File: src/rtl/m64a_pkg.sv
// package for the streaming murmurhash64a block
// holds the hash constants, datapath command codes and the control/status structs
// no dependencies
package m64a_pkg;

  localparam int WORD_W = 64;
  localparam int HALF_W = 32;
  localparam int LEN_W  = 16;
  localparam int TAIL_W = 3;

  localparam logic [WORD_W-1:0] MUL_M   = 64'hc6a4a7935bd1e995;
  localparam int                SHIFT_R = 47;

  typedef logic [3:0] dp_op_t;
  localparam dp_op_t OP_NONE    = 4'd0;
  localparam dp_op_t OP_LOAD    = 4'd1;
  localparam dp_op_t OP_MUL     = 4'd2;
  localparam dp_op_t OP_H_INIT  = 4'd3;
  localparam dp_op_t OP_K_MIX   = 4'd4;
  localparam dp_op_t OP_H_XK    = 4'd5;
  localparam dp_op_t OP_H_LOAD  = 4'd6;
  localparam dp_op_t OP_TAIL    = 4'd7;
  localparam dp_op_t OP_FIN_PRE = 4'd8;
  localparam dp_op_t OP_FIN_OUT = 4'd9;

  typedef logic [1:0] mul_src_t;
  localparam mul_src_t SRC_K   = 2'd0;
  localparam mul_src_t SRC_H   = 2'd1;
  localparam mul_src_t SRC_LEN = 2'd2;

  typedef logic [1:0] mul_step_t;
  localparam mul_step_t STEP_LL = 2'd0;
  localparam mul_step_t STEP_HL = 2'd1;
  localparam mul_step_t STEP_LH = 2'd2;

  typedef struct packed {
    dp_op_t    op;
    mul_src_t  src;
    mul_step_t step;
    logic      first;
  } dp_cmd_t;

  typedef struct packed {
    logic tail_nz;
    logic len_zero;
  } dp_sts_t;

  function automatic logic [WORD_W-1:0] shr_xor(input logic [WORD_W-1:0] x);
    shr_xor = x ^ (x >> SHIFT_R);
  endfunction

endpackage

File: src/rtl/m64a_dp.sv
// datapath: key word, running hash, product accumulator, seed and result registers
// one shared 32x32 multiplier builds each 64-bit product by m in three steps
// depends on m64a_pkg
module m64a_dp (
  input  logic                   clk,
  input  m64a_pkg::dp_cmd_t      cmd,
  output m64a_pkg::dp_sts_t      sts,
  input  logic [63:0]            key_word,
  input  logic [15:0]            key_length,
  input  logic                   cfg_we,
  input  logic [63:0]            cfg_wdata,
  input  logic                   rst_n,
  output logic [63:0]            hash
);
  import m64a_pkg::*;

  logic [WORD_W-1:0] seed_r;
  logic [WORD_W-1:0] k_r;
  logic [WORD_W-1:0] h_r;
  logic [WORD_W-1:0] acc_r;
  logic [WORD_W-1:0] out_r;
  logic [LEN_W-1:0]  len_r;
  logic [TAIL_W-1:0] tail_r;

  logic [WORD_W-1:0] opnd;
  logic [HALF_W-1:0] mul_a;
  logic [HALF_W-1:0] mul_b;
  logic [WORD_W-1:0] prod;
  logic [WORD_W-1:0] tail_mask;

  always_comb begin
    case (cmd.src)
      SRC_K:   opnd = k_r;
      SRC_H:   opnd = h_r;
      SRC_LEN: opnd = {{(WORD_W-LEN_W){1'b0}}, len_r};
      default: opnd = k_r;
    endcase
  end

  always_comb begin
    case (cmd.step)
      STEP_LL: begin
        mul_a = opnd[HALF_W-1:0];
        mul_b = MUL_M[HALF_W-1:0];
      end
      STEP_HL: begin
        mul_a = opnd[WORD_W-1:HALF_W];
        mul_b = MUL_M[HALF_W-1:0];
      end
      STEP_LH: begin
        mul_a = opnd[HALF_W-1:0];
        mul_b = MUL_M[WORD_W-1:HALF_W];
      end
      default: begin
        mul_a = opnd[HALF_W-1:0];
        mul_b = MUL_M[HALF_W-1:0];
      end
    endcase
  end

  assign prod = {{HALF_W{1'b0}}, mul_a} * {{HALF_W{1'b0}}, mul_b};

  always_comb begin
    for (int i = 0; i < WORD_W/8; i++) begin
      tail_mask[i*8 +: 8] = (i < int'(tail_r)) ? 8'hff : 8'h00;
    end
  end

  always_ff @(posedge clk) begin
    if (!rst_n) begin
      seed_r <= '0;
    end else if (cfg_we) begin
      seed_r <= cfg_wdata;
    end
  end

  always_ff @(posedge clk) begin
    case (cmd.op)
      OP_LOAD: begin
        k_r <= key_word;
        if (cmd.first) begin
          len_r  <= key_length[LEN_W-1:0];
          tail_r <= key_length[TAIL_W-1:0];
        end
      end
      OP_MUL: begin
        if (cmd.step == STEP_LL) begin
          acc_r <= prod;
        end else begin
          acc_r[WORD_W-1:HALF_W] <= acc_r[WORD_W-1:HALF_W] + prod[HALF_W-1:0];
        end
      end
      OP_H_INIT:  h_r   <= seed_r ^ acc_r;
      OP_K_MIX:   k_r   <= shr_xor(acc_r);
      OP_H_XK:    h_r   <= h_r ^ acc_r;
      OP_H_LOAD:  h_r   <= acc_r;
      OP_TAIL:    h_r   <= h_r ^ (k_r & tail_mask);
      OP_FIN_PRE: h_r   <= shr_xor(h_r);
      OP_FIN_OUT: out_r <= shr_xor(acc_r);
      default: begin
      end
    endcase
  end

  assign sts.tail_nz  = (tail_r != '0);
  assign sts.len_zero = (len_r == '0);
  assign hash         = out_r;

endmodule

File: src/rtl/m64a_ctrl.sv
// controller: sequences the datapath through the mixing, tail and finalization steps
// owns the handshakes, the in-key flag and the multiply step count
// depends on m64a_pkg
module m64a_ctrl (
  input  logic               clk,
  input  logic               rst_n,
  input  logic               in_valid,
  output logic               in_ready,
  input  logic               in_last,
  output logic               out_valid,
  input  logic               out_ready,
  output m64a_pkg::dp_cmd_t  cmd,
  input  m64a_pkg::dp_sts_t  sts
);
  import m64a_pkg::*;

  localparam logic [3:0] S_IDLE    = 4'd0;
  localparam logic [3:0] S_LEN_MUL = 4'd1;
  localparam logic [3:0] S_H_INIT  = 4'd2;
  localparam logic [3:0] S_K_MUL1  = 4'd3;
  localparam logic [3:0] S_K_MIX   = 4'd4;
  localparam logic [3:0] S_K_MUL2  = 4'd5;
  localparam logic [3:0] S_H_XK    = 4'd6;
  localparam logic [3:0] S_H_MUL   = 4'd7;
  localparam logic [3:0] S_H_WB    = 4'd8;
  localparam logic [3:0] S_TAIL    = 4'd9;
  localparam logic [3:0] S_FIN1    = 4'd10;
  localparam logic [3:0] S_FIN_MUL = 4'd11;
  localparam logic [3:0] S_FIN_WB  = 4'd12;

  logic [3:0]  state_r, state_nxt;
  mul_step_t   step_r, step_nxt;
  logic        in_key_r, in_key_nxt;
  logic        first_r, first_nxt;
  logic        last_r, last_nxt;
  logic        out_valid_r, out_valid_nxt;
  logic        step_done;

  function automatic logic [3:0] dispatch(input logic last, input logic tail_nz,
                                          input logic empty);
    logic [3:0] s;
    if (!last) begin
      s = S_K_MUL1;
    end else if (tail_nz) begin
      s = S_TAIL;
    end else if (empty) begin
      s = S_FIN1;
    end else begin
      s = S_K_MUL1;
    end
    dispatch = s;
  endfunction

  assign step_done = (step_r == STEP_LH);

  always_comb begin
    state_nxt     = state_r;
    step_nxt      = step_r;
    in_key_nxt    = in_key_r;
    first_nxt     = first_r;
    last_nxt      = last_r;
    out_valid_nxt = out_valid_r;
    in_ready      = 1'b0;
    cmd.op        = OP_NONE;
    cmd.src       = SRC_K;
    cmd.step      = step_r;
    cmd.first     = 1'b0;

    if (out_valid_r && out_ready) begin
      out_valid_nxt = 1'b0;
    end

    case (state_r)
      S_IDLE: begin
        in_ready  = 1'b1;
        cmd.first = !in_key_r;
        if (in_valid) begin
          cmd.op     = OP_LOAD;
          in_key_nxt = 1'b1;
          first_nxt  = !in_key_r;
          last_nxt   = in_last;
          if (!in_key_r) begin
            state_nxt = S_LEN_MUL;
          end else begin
            state_nxt = dispatch(in_last, sts.tail_nz, 1'b0);
          end
        end
      end
      S_LEN_MUL, S_K_MUL1, S_K_MUL2, S_H_MUL, S_FIN_MUL: begin
        cmd.op = OP_MUL;
        case (state_r)
          S_LEN_MUL: cmd.src = SRC_LEN;
          S_K_MUL1:  cmd.src = SRC_K;
          S_K_MUL2:  cmd.src = SRC_K;
          default:   cmd.src = SRC_H;
        endcase
        if (step_done) begin
          step_nxt = STEP_LL;
          case (state_r)
            S_LEN_MUL: state_nxt = S_H_INIT;
            S_K_MUL1:  state_nxt = S_K_MIX;
            S_K_MUL2:  state_nxt = S_H_XK;
            S_H_MUL:   state_nxt = S_H_WB;
            default:   state_nxt = S_FIN_WB;
          endcase
        end else begin
          step_nxt = step_r + 2'd1;
        end
      end
      S_H_INIT: begin
        cmd.op    = OP_H_INIT;
        state_nxt = dispatch(last_r, sts.tail_nz, first_r && sts.len_zero);
      end
      S_K_MIX: begin
        cmd.op    = OP_K_MIX;
        state_nxt = S_K_MUL2;
      end
      S_H_XK: begin
        cmd.op    = OP_H_XK;
        state_nxt = S_H_MUL;
      end
      S_H_WB: begin
        cmd.op    = OP_H_LOAD;
        state_nxt = last_r ? S_FIN1 : S_IDLE;
      end
      S_TAIL: begin
        cmd.op    = OP_TAIL;
        state_nxt = S_H_MUL;
      end
      S_FIN1: begin
        cmd.op    = OP_FIN_PRE;
        state_nxt = S_FIN_MUL;
      end
      S_FIN_WB: begin
        if (!out_valid_r || out_ready) begin
          cmd.op        = OP_FIN_OUT;
          out_valid_nxt = 1'b1;
          in_key_nxt    = 1'b0;
          state_nxt     = S_IDLE;
        end
      end
      default: begin
        state_nxt = S_IDLE;
      end
    endcase
  end

  always_ff @(posedge clk) begin
    if (!rst_n) begin
      state_r     <= S_IDLE;
      step_r      <= STEP_LL;
      in_key_r    <= 1'b0;
      first_r     <= 1'b0;
      last_r      <= 1'b0;
      out_valid_r <= 1'b0;
    end else begin
      state_r     <= state_nxt;
      step_r      <= step_nxt;
      in_key_r    <= in_key_nxt;
      first_r     <= first_nxt;
      last_r      <= last_nxt;
      out_valid_r <= out_valid_nxt;
    end
  end

  assign out_valid = out_valid_r;

endmodule

File: src/rtl/murmur64a_stream_hash.sv
// MurmurHash64A over a key streamed as little-endian 64-bit words, one word per
// transaction; the first transaction of a key carries its byte length, the one with
// in_last set closes the key and yields one hash on the out channel. The seed is to
// be written through cfg_we/cfg_wdata by the user only while no key is in flight;
// the block does not enforce this. Every 64-bit product by m is built in steps
// (low*low, high*low, low*high) on a single shared 32x32 multiplier, and no new
// word is taken until the last one is fully mixed: the first word of a key also
// multiplies the length by m, and the last item adds finalization, plus any wait
// on out_ready while an earlier hash is still untaken. A finished hash sits in an
// output register, so the next key is accepted while it waits to be taken.
// depends on m64a_pkg, m64a_ctrl, m64a_dp
module murmur64a_stream_hash (
  input  logic        clk,
  input  logic        rst_n,
  input  logic        in_valid,
  output logic        in_ready,
  input  logic [63:0] in_key_word,
  input  logic [15:0] in_key_length,
  input  logic        in_last,
  output logic        out_valid,
  input  logic        out_ready,
  output logic [63:0] out_hash,
  input  logic        cfg_we,
  input  logic [63:0] cfg_wdata
);
  import m64a_pkg::*;

  dp_cmd_t cmd;
  dp_sts_t sts;

  m64a_ctrl u_ctrl (
    .clk       (clk),
    .rst_n     (rst_n),
    .in_valid  (in_valid),
    .in_ready  (in_ready),
    .in_last   (in_last),
    .out_valid (out_valid),
    .out_ready (out_ready),
    .cmd       (cmd),
    .sts       (sts)
  );

  m64a_dp u_dp (
    .clk        (clk),
    .cmd        (cmd),
    .sts        (sts),
    .key_word   (in_key_word),
    .key_length (in_key_length),
    .cfg_we     (cfg_we),
    .cfg_wdata  (cfg_wdata),
    .rst_n      (rst_n),
    .hash       (out_hash)
  );

endmodule

File: config.mk
export PLATFORM = sky130hd
export DESIGN_NAME = murmur64a_stream_hash
export DESIGN_NICKNAME = d
export VERILOG_FILES = /design/src/rtl/m64a_pkg.sv /design/src/rtl/m64a_dp.sv /design/src/rtl/m64a_ctrl.sv /design/src/rtl/murmur64a_stream_hash.sv
export SDC_FILE = /design/constraint.sdc
export NUM_CORES = 2
export LEC_CHECK = 0
export ABC_AREA = 1
export BUFFER_PORTS_ARGS = -buffer_cell sky130_fd_sc_hd__buf_4
export CAP_MARGIN = 20
export CORE_AREA = 2 2 279 281
export CTS_CLUSTER_SIZE = 10
export DETAILED_ROUTE_END_ITERATION = 10
export DIE_AREA = 0 0 281 283
export PLACE_DENSITY = 0.81
export SETUP_SLACK_MARGIN = 0.3
export SLEW_MARGIN = 15
export SYNTH_ARGS = -nofsm -noshare
export SYNTH_HDL_FRONTEND = slang
export SYNTH_SLANG_ARGS = --single-unit
File: constraint.sdc
create_clock -name clk -period 9.9 [get_ports clk]
set_input_delay 1.98 -clock clk [delete_from_list [all_inputs] [get_ports clk]]
set_output_delay 1.98 -clock clk [all_outputs]
set_load 0.01 [all_outputs]
# ---- Word level (Yosys, flattened, before mapping)
# Cells that the tools add are included.
# Widths: inputs -> output; s select.
dict set report totals {
  reg_bits 349
  in_bits 150
  wordCells 117
}
dict set report classes {
  n_addsub 2
  n_mul 1
  order_cmp 7
  eq_ne 28
  muxes 39
  bitwise_logic 6
  n_reduce_logical 20
}
# cell count
set op_table {}
lappend op_table {{$pmux 64 s5} 1}
lappend op_table {{$pmux 64 s2} 2}
lappend op_table {{$xor 64x64->64} 3}
lappend op_table {{$xor 64x17->64} 2}
lappend op_table {{$mux 32} 3}
lappend op_table {{$and 64x56->64} 1}
lappend op_table {{$mul 32x32->64} 1}
lappend op_table {{$mux 8} 7}
lappend op_table {{$mux 4} 11}
lappend op_table {{$pmux 4 s9} 1}
lappend op_table {{$add 32x32->32} 1}
lappend op_table {{$eq 4x3->1 const B} 8}
lappend op_table {{$pmux 4 s8} 1}
lappend op_table {{$eq 4x4->1 const B} 7}
lappend op_table {{$eq 4x2->1 const B} 4}
lappend op_table {{$logic_not 16->1} 1}
lappend op_table {{$pmux 4 s4} 1}
lappend op_table {{$lt 3x3->1 const A} 3}
lappend op_table {{$eq 4x1->1 const B} 2}
lappend op_table {{$mux 1} 8}
lappend op_table {{$lt 1x3->1 const A} 2}
lappend op_table {{$lt 2x3->1 const A} 2}
lappend op_table {{$reduce_and 2->1} 3}
lappend op_table {{$reduce_and 3->1} 2}
lappend op_table {{other kinds (18)} 26}

# ---- Logic depth before layout (Yosys ltp)
dict set report depth {
  depth_word 10
  ltp_mapped 51
}

# ---- Modules after synthesis
# Synthesis repeated with hierarchy kept, for this count alone.
dict set report unflattened {
  cells_unflattened 5119
  area_unflattened_um2 44287.5
}
# mod n_inst cells_per_inst area_per_inst_um2 seq_area_each_um2
set by_module_without_submodules {}
lappend by_module_without_submodules {m64a_dp 1 4999 43564.3 9449.1}
lappend by_module_without_submodules {m64a_ctrl 1 120 723.2 200.2}

# ---- Worst setup path before layout
# No wires, ideal clock.
dict set report synth_path {
  path_type {register to register}
  from {register u_ctrl.state_r[0]}
  to {register u_dp.acc_r[62] (data pin)}
  setup_time_ps 253
  arrival_time_ps 9011
  required_ps 9647
  setup_slack_ps 636
  path_stages_with_launch 45
  path_buffers 2
  period_less_slack_ps 9264
  cell_sequence {dfxtp_1 nand2_1 nor2_1 inv_1 ha_1 buf_4 clkbuf_1 a21oi_1 o21ai_1 inv_1 nor2_1 ha_1 inv_1 fa_1 inv_1 fa_1 inv_1 fa_1 [... 9 more ...] nor2_1 inv_1 nor2_1 and3_1 nand2_1 nand2_1 xor2_1 ha_1 nand2_1 inv_1 nand3_1 inv_1 a21oi_1 nand2_1 nor2_1 nand3b_1 nand3_1 nand2_1}
}
dict set report synth_via {
  elab_chain_cells 10
  word_cells_on_any_way 16
}
# element line_no
set synth_rtl {}
lappend synth_rtl {{start: declaration} m64a_ctrl.sv:31} ;# logic [3:0] state_r, state_nxt;
lappend synth_rtl {{start signal: assignment} m64a_ctrl.sv:157} ;# state_r <= state_nxt;
lappend synth_rtl {{$eq 4x2->1 / $eq 4x3->1 (equally long branches)} {m64a_ctrl.sv:73, m64a_ctrl.sv:91}}
lappend synth_rtl {{$reduce_or 2->1 (no source line)} n/a}
lappend synth_rtl {{$pmux 2 s2} m64a_ctrl.sv:91} ;# case (state_r)
lappend synth_rtl {{$mux 2 (*)} m64a_ctrl.sv:73} ;# case (state_r)
lappend synth_rtl {{$eq 2x2->1 / $eq 2x1->1 (equally long branches)} m64a_dp.sv:32} ;# case (cmd.src)
lappend synth_rtl {{$pmux 64 s2 (*)} m64a_dp.sv:32}
lappend synth_rtl {{$mux 32 (*)} m64a_dp.sv:41} ;# case (cmd.step)
lappend synth_rtl {{$mul 32x32->64 (*)} m64a_dp.sv:61} ;# assign prod = {{HALF_W{1'b0}}, mul_a} * {{HALF_W{1'b0}}, mul_b};
lappend synth_rtl {{via u_dp.prod[27]} m64a_dp.sv:28} ;# logic [WORD_W-1:0] prod;
lappend synth_rtl {{$add 32x32->32 (*)} m64a_dp.sv:90} ;# acc_r[WORD_W-1:HALF_W] <= acc_r[WORD_W-1:HALF_W] + prod[HALF_W-1:0];
lappend synth_rtl {{$mux 32 (*)} m64a_dp.sv:87} ;# if (cmd.step == STEP_LL) begin
lappend synth_rtl {{end signal: assignment} m64a_dp.sv:88} ;# acc_r <= prod;
lappend synth_rtl {{end signal: indexed assignment} m64a_dp.sv:90}
lappend synth_rtl {{end: declaration} m64a_dp.sv:20} ;# logic [WORD_W-1:0] acc_r;
# The timed path passes the listed nets; every way through them passes the cells marked *.
# A chain may end at the register's enable or synchronous reset.

# ---- Worst setup path after layout
dict set report layout_path {
  from {register u_ctrl.state_r[2]}
  to {register u_dp.acc_r[61] (data pin)}
}
# Same word-level chain as after synthesis.

==> impl_results.md <==
- Yosys warns: 0
- Total track usage: between 40% and 50%
- Vias per cell: about 5.7
- Max-Cap Viols: 0
- Routability Congestion: approximately 1.0
- Root Driver: clkbuf_16
- Worst setup EP type: register
- RSZ-0062 raised after global routing: yes
- Sink Count: between 300 and 400
- Crit path kind: reg -> reg
- Die area: just under 0.08 mm²
- # fillers: ~6,300
- Hold path start: u_dp.acc_r[18]
- Largest net degree at the start of global routing: 71
- CTS Buffer Depth: 3
- CORE AREA: about 0.077 mm²
- Layout cells sized above 1: about 16%
- Seq/Total Area, Yosys: between 20% and 30%
- CP peak stage delay: between 0.6 and 0.7 ns
- Hold crit path type: reg -> reg
- Initial Utilization: 57.4%
- First-pass iteration count of the detailed router: 7
- FP Rows: slightly above 100
- Required @ worst endpoint: approximately 10 ns
- Final Hold Viols: 0
- Max-slew violations: 0
- Vias in the first global route: 37,300
- DRT Wirelength: roughly 160,000 µm
- Multi-input gate area: between 0.03 and 0.04 mm²
- Post-DRT Antenna Nets: 0
- CP startpoint kind: register
- Ys async rst share: 0%
- Reg area: about 0.0097 mm²
- Hold Slack: about 0.48 ns
- Post-DR wirelength/cell: around 24 µm
- Worst Setup SP: u_ctrl.state_r[2]
- IO Count: between 200 and 250
- Slew @ Worst Pin: approximately 1.2 ns
- Slew HR: between 20 and 25%
- Synth Area per Inst: around 9 µm²
- Most frequent cells in the layout: 1,073 x inv_1, 761 x nand2_1, 612 x fa_1
- Period utilization: 95.0%
- TritonCTS Buffers: 41
- CTS clock-pin slew for the worst setup and hold paths: approximately 0.060 ns
- Leading cell type in the layout, fill and taps excluded: inv_1
- FF-to-FF Start: u_ctrl.state_r[2]
- Routed via count: approximately 38,000
- Synth cell types: 52
- Synth Register Bits: 346
- Period minus WS final: between 9 and 10 ns
- Post-Syn Area: 0.0440 mm²
- Antenna violations before repair: 2
- # DRC: 0
- Clock tree from TritonCTS: done
- Initial drt markers: 4,449
- Clock Latency Late Sink: about 0.57 ns
- H-tree levels: 2
- WP data arrival: ~9.7 ns
- Die Y: ~280 µm
- Die width: between 200 and 300 µm
- Top_reg_cell synth: edfxtp_1
- First-pass GRT wire length: between 200,000 and 250,000 µm
- Number of synthesized flops with an enable pin: approximately 270
- Final setup vio count: 0
- Hold_buf cts: 0
- Layout Skew: 0.0435 ns
- GR Overflow Total: 0
- Crit-path slowest cell: fa_1
- Max Clk Rate: roughly 110 MHz
- Nets@finish: 6,708
- Critical path peak fanout: 9
- Area Overhead vs Synth: 16.9%
- Outcome: finished clean
- Synth Instances: 4,976
- Port buffer count: ~220
- DP HPWL: between 100,000 and 150,000 µm
==> cells by family (layout without fill, tap and decap cells) <==
family                   after synthesis  in the layout  synth area share (%)
other                                  2             10                0.0171
multiplexers                          39             39                 0.887
XOR/XNOR                             190            190                  3.78
AND/OR/NAND/NOR                     1503           1503                  14.1
flip-flops                           346            346                  21.9
buffers and inverters               1242           1800                  10.9
AO/OA/AOI/OAI                        602            602                  7.90
adder cells (fa/ha/maj)             1052           1052                  40.4
==> final cells by class <==
type                            count  area share (%)
Clock buffer                       71            2.32
Multi-Input combinational cell   3392            59.0
Tap cell                         1040            2.53
Sequential cell                   346            18.8
Clock inverter                      4           0.136
Timing Repair Buffer              613            9.10
Antenna cell                        4          0.0195
Inverter                         1112            8.14
==> through the flow <==
| step | area (µm²) | cells | utilization, % | setup TNS [ns] | setup slack (ns) |
|---|---|---|---|---|---|
| after global placement | 49200 | 6479 | 64.2 | -0.527 | -0.157 |
| after detailed placement | 49200 | 6479 | 64.2 | -0.338 | -0.0990 |
| after floorplan | 44000 | 4980 | - | 0 | 0.636 |
| after global routing | 51400 | 6579 | 67.1 | 0 | 0.228 |
| after CTS | 50600 | 6557 | 66.0 | 0 | 0.325 |
| final | 51400 | 6582 | 67.1 | 0 | 0.497 |
==> per-layer routing <==
metal	track usage (%)	wire length (µm)	part of all wire (%)	vias up
met3	11.0	20100	13	468
met2	60.1	69600	43	2272
met1	57.2	63000	39	18200
li1	-	-	-	16700
met5	0	0	0	-
met4	16.2	8200	5.1	0
==> worst paths after layout <==
check / to / slack (ns) / depth (start not counted)
min: u_dp.hash[18] / 0.48 / 0
max: u_dp.acc_r[61] / 0.50 / 43
min reg2reg: u_dp.hash[18] / 0.48 / 0
max reg2reg: u_dp.acc_r[61] / 0.50 / 43
==> what timing repair did <==
item,4_1_cts,5_1_grt
endpoints found under the setup margin,22,22
pin swaps,7,51
resized for setup,25,187
buffers inserted,3,21
==> critical path: cells and delay by family (launching register included) <==
kind	cells	cell delay (ns)
adders and majority gates	11	4.40
and+or+nand+nor	10	1.21
DFF	1	0.38
buffers and inverters	13	1.31
AOI/OAI and AO/OA	7	1.43
xor gates and xnor gates	2	0.38
==> Yosys cell counts, types with 4 or more instances <==
| cell type | count | area share [%] |
|---|---|---|
| mux2i_1 | 39 | 0.89 |
| clkbuf_1 | 69 | 0.59 |
| and2_1 | 4 | 0.057 |
| xnor2_1 | 39 | 0.78 |
| ha_1 | 434 | 12 |
| o211ai_1 | 42 | 0.72 |
| or2_2 | 6 | 0.085 |
| o21ai_0 | 246 | 2.8 |
| nor2_1 | 390 | 3.3 |
| a21o_1 | 10 | 0.17 |
| inv_1 | 1088 | 9.3 |
| buf_4 | 10 | 0.17 |
| nand2_2 | 14 | 0.20 |
| or2_1 | 7 | 0.099 |
| inv_2 | 22 | 0.19 |
| buf_6 | 8 | 0.20 |
| nand3b_1 | 15 | 0.26 |
| dfxtp_1 | 74 | 3.4 |
| nand2_1 | 798 | 6.8 |
| a21boi_0 | 4 | 0.068 |
| o21ai_1 | 19 | 0.22 |
| o2111ai_1 | 17 | 0.34 |
| nor3_1 | 24 | 0.27 |
| buf_2 | 38 | 0.43 |
| edfxtp_1 | 272 | 19 |
| xor2_1 | 151 | 3.0 |
| nand4_1 | 18 | 0.26 |
| o221ai_1 | 40 | 0.80 |
| buf_1 | 4 | 0.034 |
| o21bai_1 | 18 | 0.31 |
| nand3_1 | 202 | 2.3 |
| o21a_1 | 10 | 0.17 |
| fa_1 | 618 | 28 |
| nor2_4 | 7 | 0.18 |
| nor4_1 | 5 | 0.071 |
| a21oi_1 | 184 | 2.1 |
| nor2_2 | 7 | 0.099 |
==> sequential cells by signal (all words and copies together) (netlist names) <==
register          cells
u_dp.acc_r           64
u_ctrl.in_key_r       1
u_ctrl.last_r         1
u_ctrl.state_r        4
u_dp.k_r             64
u_dp.len_r           14
u_dp.seed_r          64
u_ctrl.step_r         2
u_dp.hash            64
u_dp.tail_r           2
u_dp.h_r             64
u_ctrl.first_r        1
u_ctrl.out_valid      1
Power is not shown: default switching activity piles up to over one toggle a cycle in this logic, so the estimate is an artifact.
